--- config.mk ---
export PLATFORM = sky130hd
export DESIGN_NAME = fdt_subtree_skip_walker
export DESIGN_NICKNAME = d
export VERILOG_FILES = /design/src/rtl/core/fdtw_pkg.sv /design/src/rtl/core/fdtw_core.sv /design/src/rtl/core/fdt_subtree_skip_walker.sv
export VERILOG_INCLUDE_DIRS = /design/src /design/src/rtl/core
export SDC_FILE = /design/constraint.sdc
export NUM_CORES = 1
export LEC_CHECK = 0
export ABC_AREA = 0
export BUFFER_PORTS_ARGS = -buffer_cell sky130_fd_sc_hd__buf_2
export CAP_MARGIN = 30
export CORE_MARGIN = 1
export CORE_UTILIZATION = 55
export DETAILED_ROUTE_END_ITERATION = 10
export GPL_TIMING_DRIVEN = 1
export PLACE_DENSITY_LB_ADDON = 0.08
export SYNTH_ARGS = -nofsm -noshare
export SYNTH_HDL_FRONTEND = slang
export SYNTH_HIERARCHICAL = 1
export SYNTH_SLANG_ARGS = --single-unit
--- constraint.sdc ---
create_clock -name clk -period 7 [get_ports clk]
set_input_delay 0.35 -clock clk [delete_from_list [all_inputs] [get_ports clk]]
set_output_delay 0.35 -clock clk [all_outputs]
set_load 0.03 [all_outputs]
--- src/rtl/core/fdt_subtree_skip_walker_defines.svh ---
// ---------------------------------------------------------------------------
// FDT subtree skip walker assertion macros
// Concurrent assertion shorthands clocked on clk and disabled in rst.
// ---------------------------------------------------------------------------
`ifndef FDT_SUBTREE_SKIP_WALKER_DEFINES_SVH
`define FDT_SUBTREE_SKIP_WALKER_DEFINES_SVH

`ifndef SYNTH
`define FDTW_ASSERT_NOW(lbl, ante, cons) \
  lbl: assert property (@(posedge clk) disable iff (rst) (ante) |-> (cons)) \
    else $error("fdtw: same-cycle check failed");
`define FDTW_ASSERT_NEXT(lbl, ante, cons) \
  lbl: assert property (@(posedge clk) disable iff (rst) (ante) |=> (cons)) \
    else $error("fdtw: next-cycle check failed");
`else
`define FDTW_ASSERT_NOW(lbl, ante, cons)
`define FDTW_ASSERT_NEXT(lbl, ante, cons)
`endif

`endif

--- src/rtl/core/fdtw_pkg.sv ---
// ---------------------------------------------------------------------------
// FDT walker package
// Tags, status codes, depth sizing and the result record of one step.
// ---------------------------------------------------------------------------
package fdtw_pkg;

  localparam int unsigned MAX_DEPTH = 255;
  localparam int unsigned DEPTH_W   = $clog2(MAX_DEPTH + 1);

  localparam logic [31:0] TAG_BEGIN_NODE = 32'd1;
  localparam logic [31:0] TAG_END_NODE   = 32'd2;
  localparam logic [31:0] TAG_PROP       = 32'd3;
  localparam logic [31:0] TAG_NOP        = 32'd4;

  typedef enum logic [1:0] {
    ST_MORE    = 2'd0,
    ST_DONE    = 2'd1,
    ST_BAD     = 2'd2,
    ST_IGNORED = 2'd3
  } status_t;

  typedef struct packed {
    status_t     status;
    logic [31:0] end_offset;
  } result_t;

  // Word holds at least one zero byte.
  function automatic logic has_zero_byte(input logic [31:0] w);
    return ((w - 32'h0101_0101) & ~w & 32'h8080_8080) != 32'd0;
  endfunction

endpackage

--- src/rtl/core/fdtw_core.sv ---
// ---------------------------------------------------------------------------
// FDT walker step engine
// Walk state registers and the per-word next-state and result logic.
// ---------------------------------------------------------------------------
module fdtw_core
  import fdtw_pkg::*;
(
  input  logic        clk,
  input  logic        rst,
  input  logic        step_en,
  input  logic [31:0] word,
  input  logic        first,
  input  logic [31:0] start_offset,
  input  logic [31:0] struct_limit,
  output result_t     res,
  output logic        busy
);

  typedef enum logic [2:0] {
    PH_IDLE       = 3'd0,
    PH_TAG        = 3'd1,
    PH_NAME       = 3'd2,
    PH_PLEN       = 3'd3,
    PH_NOFF_EMPTY = 3'd4,
    PH_NOFF_DATA  = 3'd5,
    PH_DATA       = 3'd6
  } phase_t;

  phase_t               phase, phase_next;
  logic [DEPTH_W-1:0]   nest_depth, nest_depth_next;
  logic [29:0]          data_words_left, data_words_left_next;
  logic [31:0]          cur_offset, cur_offset_next;
  logic                 props_only, props_only_next;

  always_comb begin
    phase_t             ph;
    logic [DEPTH_W-1:0] dep;
    logic [29:0]        dwl;
    logic [31:0]        off;
    logic [31:0]        off4;
    logic               po;
    logic               go_on;

    ph  = first ? PH_TAG : phase;
    dep = first ? '0 : nest_depth;
    dwl = first ? '0 : data_words_left;
    off = first ? start_offset : cur_offset;
    po  = first ? 1'b0 : props_only;
    off4 = off + 32'd4;

    phase_next           = ph;
    nest_depth_next      = dep;
    data_words_left_next = dwl;
    cur_offset_next      = off4;
    props_only_next      = po;
    res.status           = ST_MORE;
    res.end_offset       = '0;
    go_on                = 1'b0;

    unique case (ph)
      PH_TAG: begin
        if (po && word != TAG_PROP) begin
          // Property run ends here; leave this word unconsumed.
          cur_offset_next = off;
          phase_next      = PH_IDLE;
          res.status      = ST_DONE;
          res.end_offset  = off;
        end else if (word == TAG_BEGIN_NODE) begin
          if (dep >= DEPTH_W'(MAX_DEPTH)) begin
            cur_offset_next = off;
            phase_next      = PH_IDLE;
            res.status      = ST_BAD;
          end else begin
            nest_depth_next = dep + DEPTH_W'(1);
            phase_next      = PH_NAME;
          end
        end else if (word == TAG_END_NODE) begin
          if (dep == '0) begin
            cur_offset_next = off;
            phase_next      = PH_IDLE;
            res.status      = ST_BAD;
          end else begin
            nest_depth_next = dep - DEPTH_W'(1);
            go_on = (off4 < struct_limit) && (po || (dep - DEPTH_W'(1)) != '0);
            phase_next      = go_on ? PH_TAG : PH_IDLE;
            res.status      = go_on ? ST_MORE : ST_DONE;
            res.end_offset  = go_on ? '0 : off4;
          end
        end else if (word == TAG_PROP) begin
          if (dep == '0) props_only_next = 1'b1;
          phase_next = PH_PLEN;
        end else if (word == TAG_NOP) begin
          go_on = (off4 < struct_limit) && (po || dep != '0);
          phase_next     = go_on ? PH_TAG : PH_IDLE;
          res.status     = go_on ? ST_MORE : ST_DONE;
          res.end_offset = go_on ? '0 : off4;
        end else begin
          cur_offset_next = off;
          phase_next      = PH_IDLE;
          res.status      = ST_BAD;
        end
      end
      PH_NAME: begin
        if (has_zero_byte(word)) begin
          go_on = (off4 < struct_limit) && (po || dep != '0);
          phase_next     = go_on ? PH_TAG : PH_IDLE;
          res.status     = go_on ? ST_MORE : ST_DONE;
          res.end_offset = go_on ? '0 : off4;
        end
      end
      PH_PLEN: begin
        if (word == 32'd0) begin
          phase_next = PH_NOFF_EMPTY;
        end else begin
          // Round length up to words, minus the one counted on entry to data.
          data_words_left_next = word[31:2] - ((word[1:0] == 2'd0) ? 30'd1 : 30'd0);
          phase_next = PH_NOFF_DATA;
        end
      end
      PH_NOFF_EMPTY: begin
        go_on = (off4 < struct_limit) && (po || dep != '0);
        phase_next     = go_on ? PH_TAG : PH_IDLE;
        res.status     = go_on ? ST_MORE : ST_DONE;
        res.end_offset = go_on ? '0 : off4;
      end
      PH_NOFF_DATA: begin
        phase_next = PH_DATA;
      end
      PH_DATA: begin
        if (dwl == '0) begin
          go_on = (off4 < struct_limit) && (po || dep != '0);
          phase_next     = go_on ? PH_TAG : PH_IDLE;
          res.status     = go_on ? ST_MORE : ST_DONE;
          res.end_offset = go_on ? '0 : off4;
        end else begin
          data_words_left_next = dwl - 30'd1;
        end
      end
      default: begin
        // No walk in progress: hold everything.
        cur_offset_next = off;
        res.status      = ST_IGNORED;
      end
    endcase
  end

  assign busy = (phase != PH_IDLE);

  always_ff @(posedge clk) begin
    if (rst) begin
      phase           <= PH_IDLE;
      nest_depth      <= '0;
      data_words_left <= '0;
      cur_offset      <= '0;
      props_only      <= 1'b0;
    end else if (step_en) begin
      phase           <= phase_next;
      nest_depth      <= nest_depth_next;
      data_words_left <= data_words_left_next;
      cur_offset      <= cur_offset_next;
      props_only      <= props_only_next;
    end
  end

endmodule

--- src/rtl/core/fdt_subtree_skip_walker.sv ---
// ---------------------------------------------------------------------------
// FDT subtree skip walker
// Walks the devicetree structure block one word per item and reports the
// offset just past the node, NOP or property run at the start offset.
// ---------------------------------------------------------------------------
// Feed structure words in order, one item per word, with first set on the word
// at start_offset. Every item yields exactly one result: need more, finished
// (with end_offset), malformed, or ignored when no walk is open. The block
// takes one item per cycle while the result output is not stalled; a stalled
// result holds off new items once the input register is full. Each item passes
// through the input register, then its step result is captured in the result
// register and presented. The rate is set by the tag decode and offset/depth
// update in the step engine, which depends on the previous word's state. Write
// struct_limit only while the block is idle; the config port is always ready.
`include "fdt_subtree_skip_walker_defines.svh"

module fdt_subtree_skip_walker
  import fdtw_pkg::*;
(
  input  logic        clk,
  input  logic        rst,
  // structure words
  input  logic        in_valid,
  output logic        in_ready,
  input  logic [31:0] word,
  input  logic        first,
  input  logic [31:0] start_offset,
  // results
  output logic        out_valid,
  input  logic        out_ready,
  output logic [1:0]  status,
  output logic [31:0] end_offset,
  // configuration
  input  logic        cfg_valid,
  output logic        cfg_ready,
  input  logic [31:0] struct_limit
);

  // Input register.
  logic        s1_valid;
  logic [31:0] s1_word;
  logic        s1_first;
  logic [31:0] s1_start;

  // Result register.
  result_t     out_res;

  logic [31:0] limit;
  logic        step_fire;
  result_t     step_res;
  logic        busy;

  // Advance a word into the engine whenever the result slot is free or draining.
  assign step_fire = s1_valid && (!out_valid || out_ready);
  assign in_ready  = !s1_valid || step_fire;
  assign cfg_ready = 1'b1;

  always_ff @(posedge clk) begin
    if (rst) begin
      limit <= '0;
    end else if (cfg_valid) begin
      limit <= struct_limit;
    end
  end

  always_ff @(posedge clk) begin
    if (rst) begin
      s1_valid <= 1'b0;
    end else if (in_ready) begin
      s1_valid <= in_valid;
    end
  end

  // Payload needs no reset; load only on accept.
  always_ff @(posedge clk) begin
    if (in_valid && in_ready) begin
      s1_word  <= word;
      s1_first <= first;
      s1_start <= start_offset;
    end
  end

  fdtw_core u_core (
    .clk          (clk),
    .rst          (rst),
    .step_en      (step_fire),
    .word         (s1_word),
    .first        (s1_first),
    .start_offset (s1_start),
    .struct_limit (limit),
    .res          (step_res),
    .busy         (busy)
  );

  always_ff @(posedge clk) begin
    if (rst) begin
      out_valid <= 1'b0;
    end else if (step_fire) begin
      out_valid <= 1'b1;
    end else if (out_ready) begin
      out_valid <= 1'b0;
    end
  end

  always_ff @(posedge clk) begin
    if (step_fire) begin
      out_res <= step_res;
    end
  end

  assign status     = out_res.status;
  assign end_offset = out_res.end_offset;

  // A stalled result must block new words once the input register is full.
  `FDTW_ASSERT_NOW(a_hold_when_full, s1_valid && out_valid && !out_ready, !in_ready)
  // Only a finished walk carries an offset.
  `FDTW_ASSERT_NOW(a_offset_only_done,
                   out_valid && out_res.status != ST_DONE, out_res.end_offset == 32'd0)
  // A non-first word with no walk open comes back as ignored.
  `FDTW_ASSERT_NEXT(a_idle_ignored, step_fire && !s1_first && !busy,
                    out_valid && out_res.status == ST_IGNORED)

endmodule
* After elaboration in Yosys (flattened, before gate mapping)
Index checks and enable logic that the tools add are counted.
** Storage, ports and cells
- Word-level logic and storage cells :: 117
- Output and inout port bits :: 37
- Bits of input ports :: 102
- Flip-flop bits (word level) :: 207
** Cells by class
- Order comparisons :: 2
- $add $sub $neg :: 6
- Reduce and logical (&&, ||, !) cells :: 21
- Equality and inequality tests :: 11
- Muxes and demuxes :: 62
- Bitwise logic cells :: 2
** Operators by type and width (count)
- 2-to-1 mux 32 bit :: 13
- 2-to-1 mux 34 bit :: 5
- case mux 32 bit (4 select lines) :: 1
- 2-to-1 mux 30 bit :: 3
- == test 32 x 2 -> 1 bit, second input constant :: 2
- case mux 32 bit (2 select lines) :: 1
- case mux 30 bit (2 select lines) :: 1
- 2-to-1 mux 8 bit :: 7
- adder 32 x 3 -> 32 bit, second input constant :: 1
- AND 32 bit :: 1
- == test 32 x 1 -> 1 bit, second input constant :: 1
- == test 32 x 3 -> 1 bit, second input constant :: 1
- zero test 32 bit :: 1
- less-than comparator 32 bit :: 1
- != test 32 x 2 -> 1 bit, second input constant :: 1
- NOT 32 bit :: 1
- nonzero test 32 bit :: 1
- subtractor 32 x 25 -> 32 bit, second input constant :: 1
- zero test 30 bit :: 1
- subtractor 30 x 1 -> 30 bit, second input constant :: 1
- subtractor 30 bit :: 1
- 2-to-1 mux 3 bit :: 9
- case mux 3 bit (6 select lines) :: 1
- nonzero test 8 bit :: 2
- other kinds (17) :: 46

* Longest topological paths before layout
- Depth in word-level cells :: 11
- Gate-level depth with buffers :: 25
- Mapped depth without buffers :: 18

* Hierarchy
Netlist, hierarchy kept.
** By module, submodules not included
- fdtw_core :: times used 1, cells each 1173, seq. area each 1481.4 µm², area an instance 8340.5 µm²
- fdt_subtree_skip_walker :: times used 1, cells each 215, seq. area each 3653.5 µm², area an instance 4239.1 µm²

* Worst setup path after synthesis
OpenSTA, ideal clock, no wires.
- Path kind :: reg2reg
- Start :: register s1_first
- End :: register out_res, in the netlist end_offset[23], data pin
- Path buffers :: 8
- Library setup time :: 152 ps
- Data arrival time :: 5395 ps
- Stages on the path, launching flop included :: 26
- Clock period less this slack :: 5548 ps
- Data required time :: 6848 ps
- Slack :: 1452 ps
- Cell sequence :: edfxtp_1 > buf_6 > buf_6 > buf_8 > buf_8 > buf_2 > buf_2 > buf_2 > mux2_2 > ha_1 > inv_1 > a2111oi_4 > and3_1 > nand2_2 > or3_4 > xnor2_1 > ha_1 > nand4_1 > or4_1 > nor2_1 > o2bb2ai_2 > nor3b_1 > nor2_2 > buf_2 > o21ai_0 > o22ai_1
** RTL lines
- start: declaration :: RTL line fdt_subtree_skip_walker.sv:42 : logic s1_first;
- start signal: assignment :: RTL line fdt_subtree_skip_walker.sv:78 : s1_first <= first;
- end signal: assignment :: RTL line fdt_subtree_skip_walker.sv:107 : out_res <= step_res;
- end: declaration :: RTL line fdt_subtree_skip_walker.sv:46 : result_t out_res;

==> impl_metrics.py <==
metrics = {
    "global_routing": {
        "antenna_found_initial": 1,
        "grt_pass1_vias": 10500,
        "overflow": 0,
        "grt_pass1_wl_mm": 55.5,
        "grt_max_degree": 72,
        "grt_usage": 0.296,
    },
    "place": {
        "gp_congestion": 0.933,
        "portBuffers": 137,
        "dp.final_hpwl_mm": 23.4,
    },
    "timing": {
        "tns_ns": 0,
        "setup_viol": 0,
        "hold_viol": 0,
        "fmax_mhz": 176,
        "tightest_slew_ns": 0.957,
        "rsz0062_at_grt": "false",
        "fin_crit_ns": 5.69,
        "timing.slew.headroom": 0.362,
        "final.period_utilization": 0.813,
        "finClkSkew_ns": 0.0138,
        "drv_slew": 0,
    },
    "synth": {
        "ys_ff_latch": 207,
        "synth_edf_count": 99,
        "seq_area_frac_synth": 0.408,
        "synth_top_area_share": 0.236,
        "synthesis.nets": 1528,
        "synthArstFlopShare": 0,
        "ys.flop_type": "dfxtp_1",
        "syn_inst": 1388,
        "synth_cell_type_count": 96,
        "yosys_warnings": 6,
        "synthTopCellsByArea": "edfxtp_1, dfxtp_1, mux2i_1",
        "yosysTopAreaCell": "edfxtp_1",
        "syn_avg_cell_area_um2": 9.06,
        "mappedNetlistArea_mm2": 0.0126,
    },
    "final_layout": {
        "area_growth_pct": 16.9,
        "drive_gt1_frac": 0.157,
        "nNetsFinal": 1686,
        "n_antenna_cell": 0,
        "nFillCells": 1856,
    },
    "run_status": {
        "status": "completed",
    },
    "critical_path": {
        "worstSetupPathType": "flop to flop",
        "cp-end-kind": "flop",
        "crit_required_ns": 7.25,
        "worstSetupStartpointType": "flop",
        "rr_worst_depth": 17,
        "critPathMaxFanout": 29,
        "worstPathArrival_ns": 5.95,
    },
    "power_and_ir_drop": {
        "powerDensity_mw_per_mm2": 209,
        "finalPower_mw": 3.08,
        "peakVddDrop_mv": 0.236,
        "swShare": 0.264,
        "power_leakage_nw": 5.58,
        "power_frac_seq": 0.443,
        "power.switching_mw": 0.813,
        "p_clk_frac": 0.422,
        "intPower_mw": 2.27,
        "combPwrFrac": 0.135,
    },
    "clock_tree": {
        "h-tree-depth": 1,
        "postCtsSetupRepairBufs": 0,
        "ctsResizeCount": 0,
        "cts-root-buf": "clkbuf_16",
        "cts_tree": "built",
        "clk_pin_slew_worst_paths_ns": 0.06,
        "postCtsHoldBufs": 58,
        "clock_sinks": 207,
        "clock_path_buffers": 3,
        "insertion_delay_ns": 0.53,
        "cts_made_buffers": 24,
    },
    "drt": {
        "routed_wl_mm": 35.3,
        "m1WireLength_mm": 15.7,
        "drt_iter0_markers": 1127,
        "drt_first_pass_iters": 8,
        "remaining_drc_errors": 0,
        "wire_per_inst_um": 19.1,
        "ant_nets": 0,
        "wl_met2_mm": 15.8,
        "top_layer": "met5",
        "num_vias": 11300,
        "route.met3.wl_mm": 2.93,
        "via_per_inst": 6.14,
    },
    "floorplan": {
        "dieWidth_um": 153,
        "die_h_um": 153,
        "io_pins": 139,
        "start_util": 0.569,
        "core_area_mm2": 0.0221,
        "num_rows": 54,
        "die_area_mm2": 0.0235,
    },
    "hold_path": {
        "hold_class": "input port to flop",
        "holdPathStages": 1,
    },
    "job": {
        "drv_cap": 0,
    },
}
==> power groups by stage <==
| stage | logic (mW) | clock network [mW] | registers [mW] |
|---|---|---|---|
| final | 0.416 | 1.30 | 1.36 |
| after global routing | 0.456 | 1.37 | 1.37 |
| after CTS | 0.409 | 1.32 | 1.36 |
| after detailed placement | 0.383 | 0 | 1.39 |
| after global placement | 0.377 | 0 | 1.39 |
| after floorplan | 0.269 | 0 | 1.39 |
==> cells in the final DEF (no fill, tap or decap), types with 23 or more instances in the layout <==
master and count:
ha_1 38, nand2_1 103, edfxtp_1 99, dfxtp_1 108, nor2_1 120, o21ai_0 82, nand3_1 74, clkbuf_16 25
inv_1 60, a21oi_1 100, xor2_1 23, o22ai_1 24, xnor2_1 38, nor3_1 40, mux2i_1 56, buf_2 137
dlygate4sd3_1 59, nand4_1 23
==> state kept, by name (all words and copies together) (netlist names) <==
signal	count
u_core/props_only	1
u_core/phase	3
s1_valid	1
s1_word	32
s1_start	32
s1_first	1
u_core/cur_offset	32
out_valid	1
u_core/data_words_left	30
status	2
limit	32
u_core/nest_depth	8
end_offset	32
==> Yosys cell counts (4+ instances only) <==
| cell | count |
|---|---|
| nor2_1 | 120 |
| dfxtp_1 | 108 |
| nand2_1 | 103 |
| a21oi_1 | 100 |
| edfxtp_1 | 99 |
| o21ai_0 | 82 |
| nand3_1 | 74 |
| inv_1 | 60 |
| mux2i_1 | 56 |
| clkbuf_1 | 45 |
| nor3_1 | 40 |
| ha_1 | 38 |
| xnor2_1 | 38 |
| o22ai_1 | 24 |
| nand4_1 | 23 |
| xor2_1 | 23 |
| mux2_2 | 22 |
| or3_1 | 21 |
| a21o_1 | 20 |
| nor4_1 | 19 |
| and3_1 | 16 |
| buf_2 | 16 |
| a211oi_1 | 12 |
| a22oi_1 | 12 |
| a31oi_1 | 12 |
| nor2b_1 | 12 |
| and2_1 | 11 |
| o211ai_1 | 11 |
| or4_1 | 10 |
| nand3b_1 | 9 |
| nand2b_1 | 7 |
| o32ai_1 | 7 |
| buf_6 | 6 |
| o21a_1 | 6 |
| a311oi_1 | 5 |
| buf_1 | 5 |
| o21ai_1 | 5 |
| o31ai_1 | 5 |
| a32oi_1 | 4 |
| and4_1 | 4 |
| nor3b_1 | 4 |
| o41ai_1 | 4 |
| or2_2 | 4 |
==> layer usage <==
layer  GRT usage  vias up
met5           0        -
met4      0.0871        2
met3      0.0496       58
met2       0.464      521
met1       0.419     5253
li1            -     5495
==> worst max-delay path, cell delays in order, from the launching register on <==
cell       delay, ns
edfxtp_1        0.55
buf_4           0.42
nand3_1         0.25
a2111oi_4       0.57
and3_1          0.35
nand3_1         0.23
nor3_2          0.32
xnor2_1         0.17
ha_1            0.27
a21oi_1         0.14
a21boi_0        0.09
o221ai_1        0.19
nand4_1         0.26
o311ai_1        0.43
nand3_1         0.21
nor2_2          0.52
buf_4           0.32
o22ai_1         0.12
==> per-stage QoR <==
stage / setup WS [ns] / hold slack, ns / utilization / instances / area, um2
floorplan: 1.45 / 0.434 / - / 1388 / 12600
global placement: 1.65 / 0.441 / 0.601 / 1740 / 13300
detailed placement: 1.45 / 0.445 / 0.601 / 1740 / 13300
CTS: 1.44 / 0.00194 / 0.665 / 1842 / 14700
global route: 0.892 / 0.00266 / 0.666 / 1844 / 14700
finish: 1.31 / 0.0166 / 0.666 / 1844 / 14700
==> cells by family (layout without fill, tap and decap cells) <==
group | count (synthesis) | after routing | synth area share
xor+xnor | 61 | 61 | 0.0425
buf+inv | 141 | 317 | 0.0538
simple gates | 502 | 502 | 0.204
other cells | 1 | 1 | 0.000298
flops | 207 | 207 | 0.408
fa+ha+maj | 38 | 38 | 0.0378
mux | 79 | 79 | 0.0653
compound gates | 359 | 359 | 0.188
==> cell type report <==
cell class                 instances  area, um2  share of cell area
inverter                          61        229              0.0156
tap                              280        350              0.0238
sequential                       207       5130               0.349
multi-input combinational       1040       6770               0.460
clock inverter                    14        166              0.0113
clock buffer                      30        654              0.0445
timing repair buffer             212       1400              0.0953
==> path summary, 6_finish.rpt <==
kind	startpoint	to	slack, ns
worst max register to register	s1_first	end_offset[7]	1.31
worst min register to register	u_core/cur_offset[17]	u_core/cur_offset[17]	0.46
worst max-delay path	s1_first	end_offset[7]	1.31
worst min-delay path	start_offset[6]	s1_start[6]	0.02
Note: power is estimated with default switching activity, not from simulation.
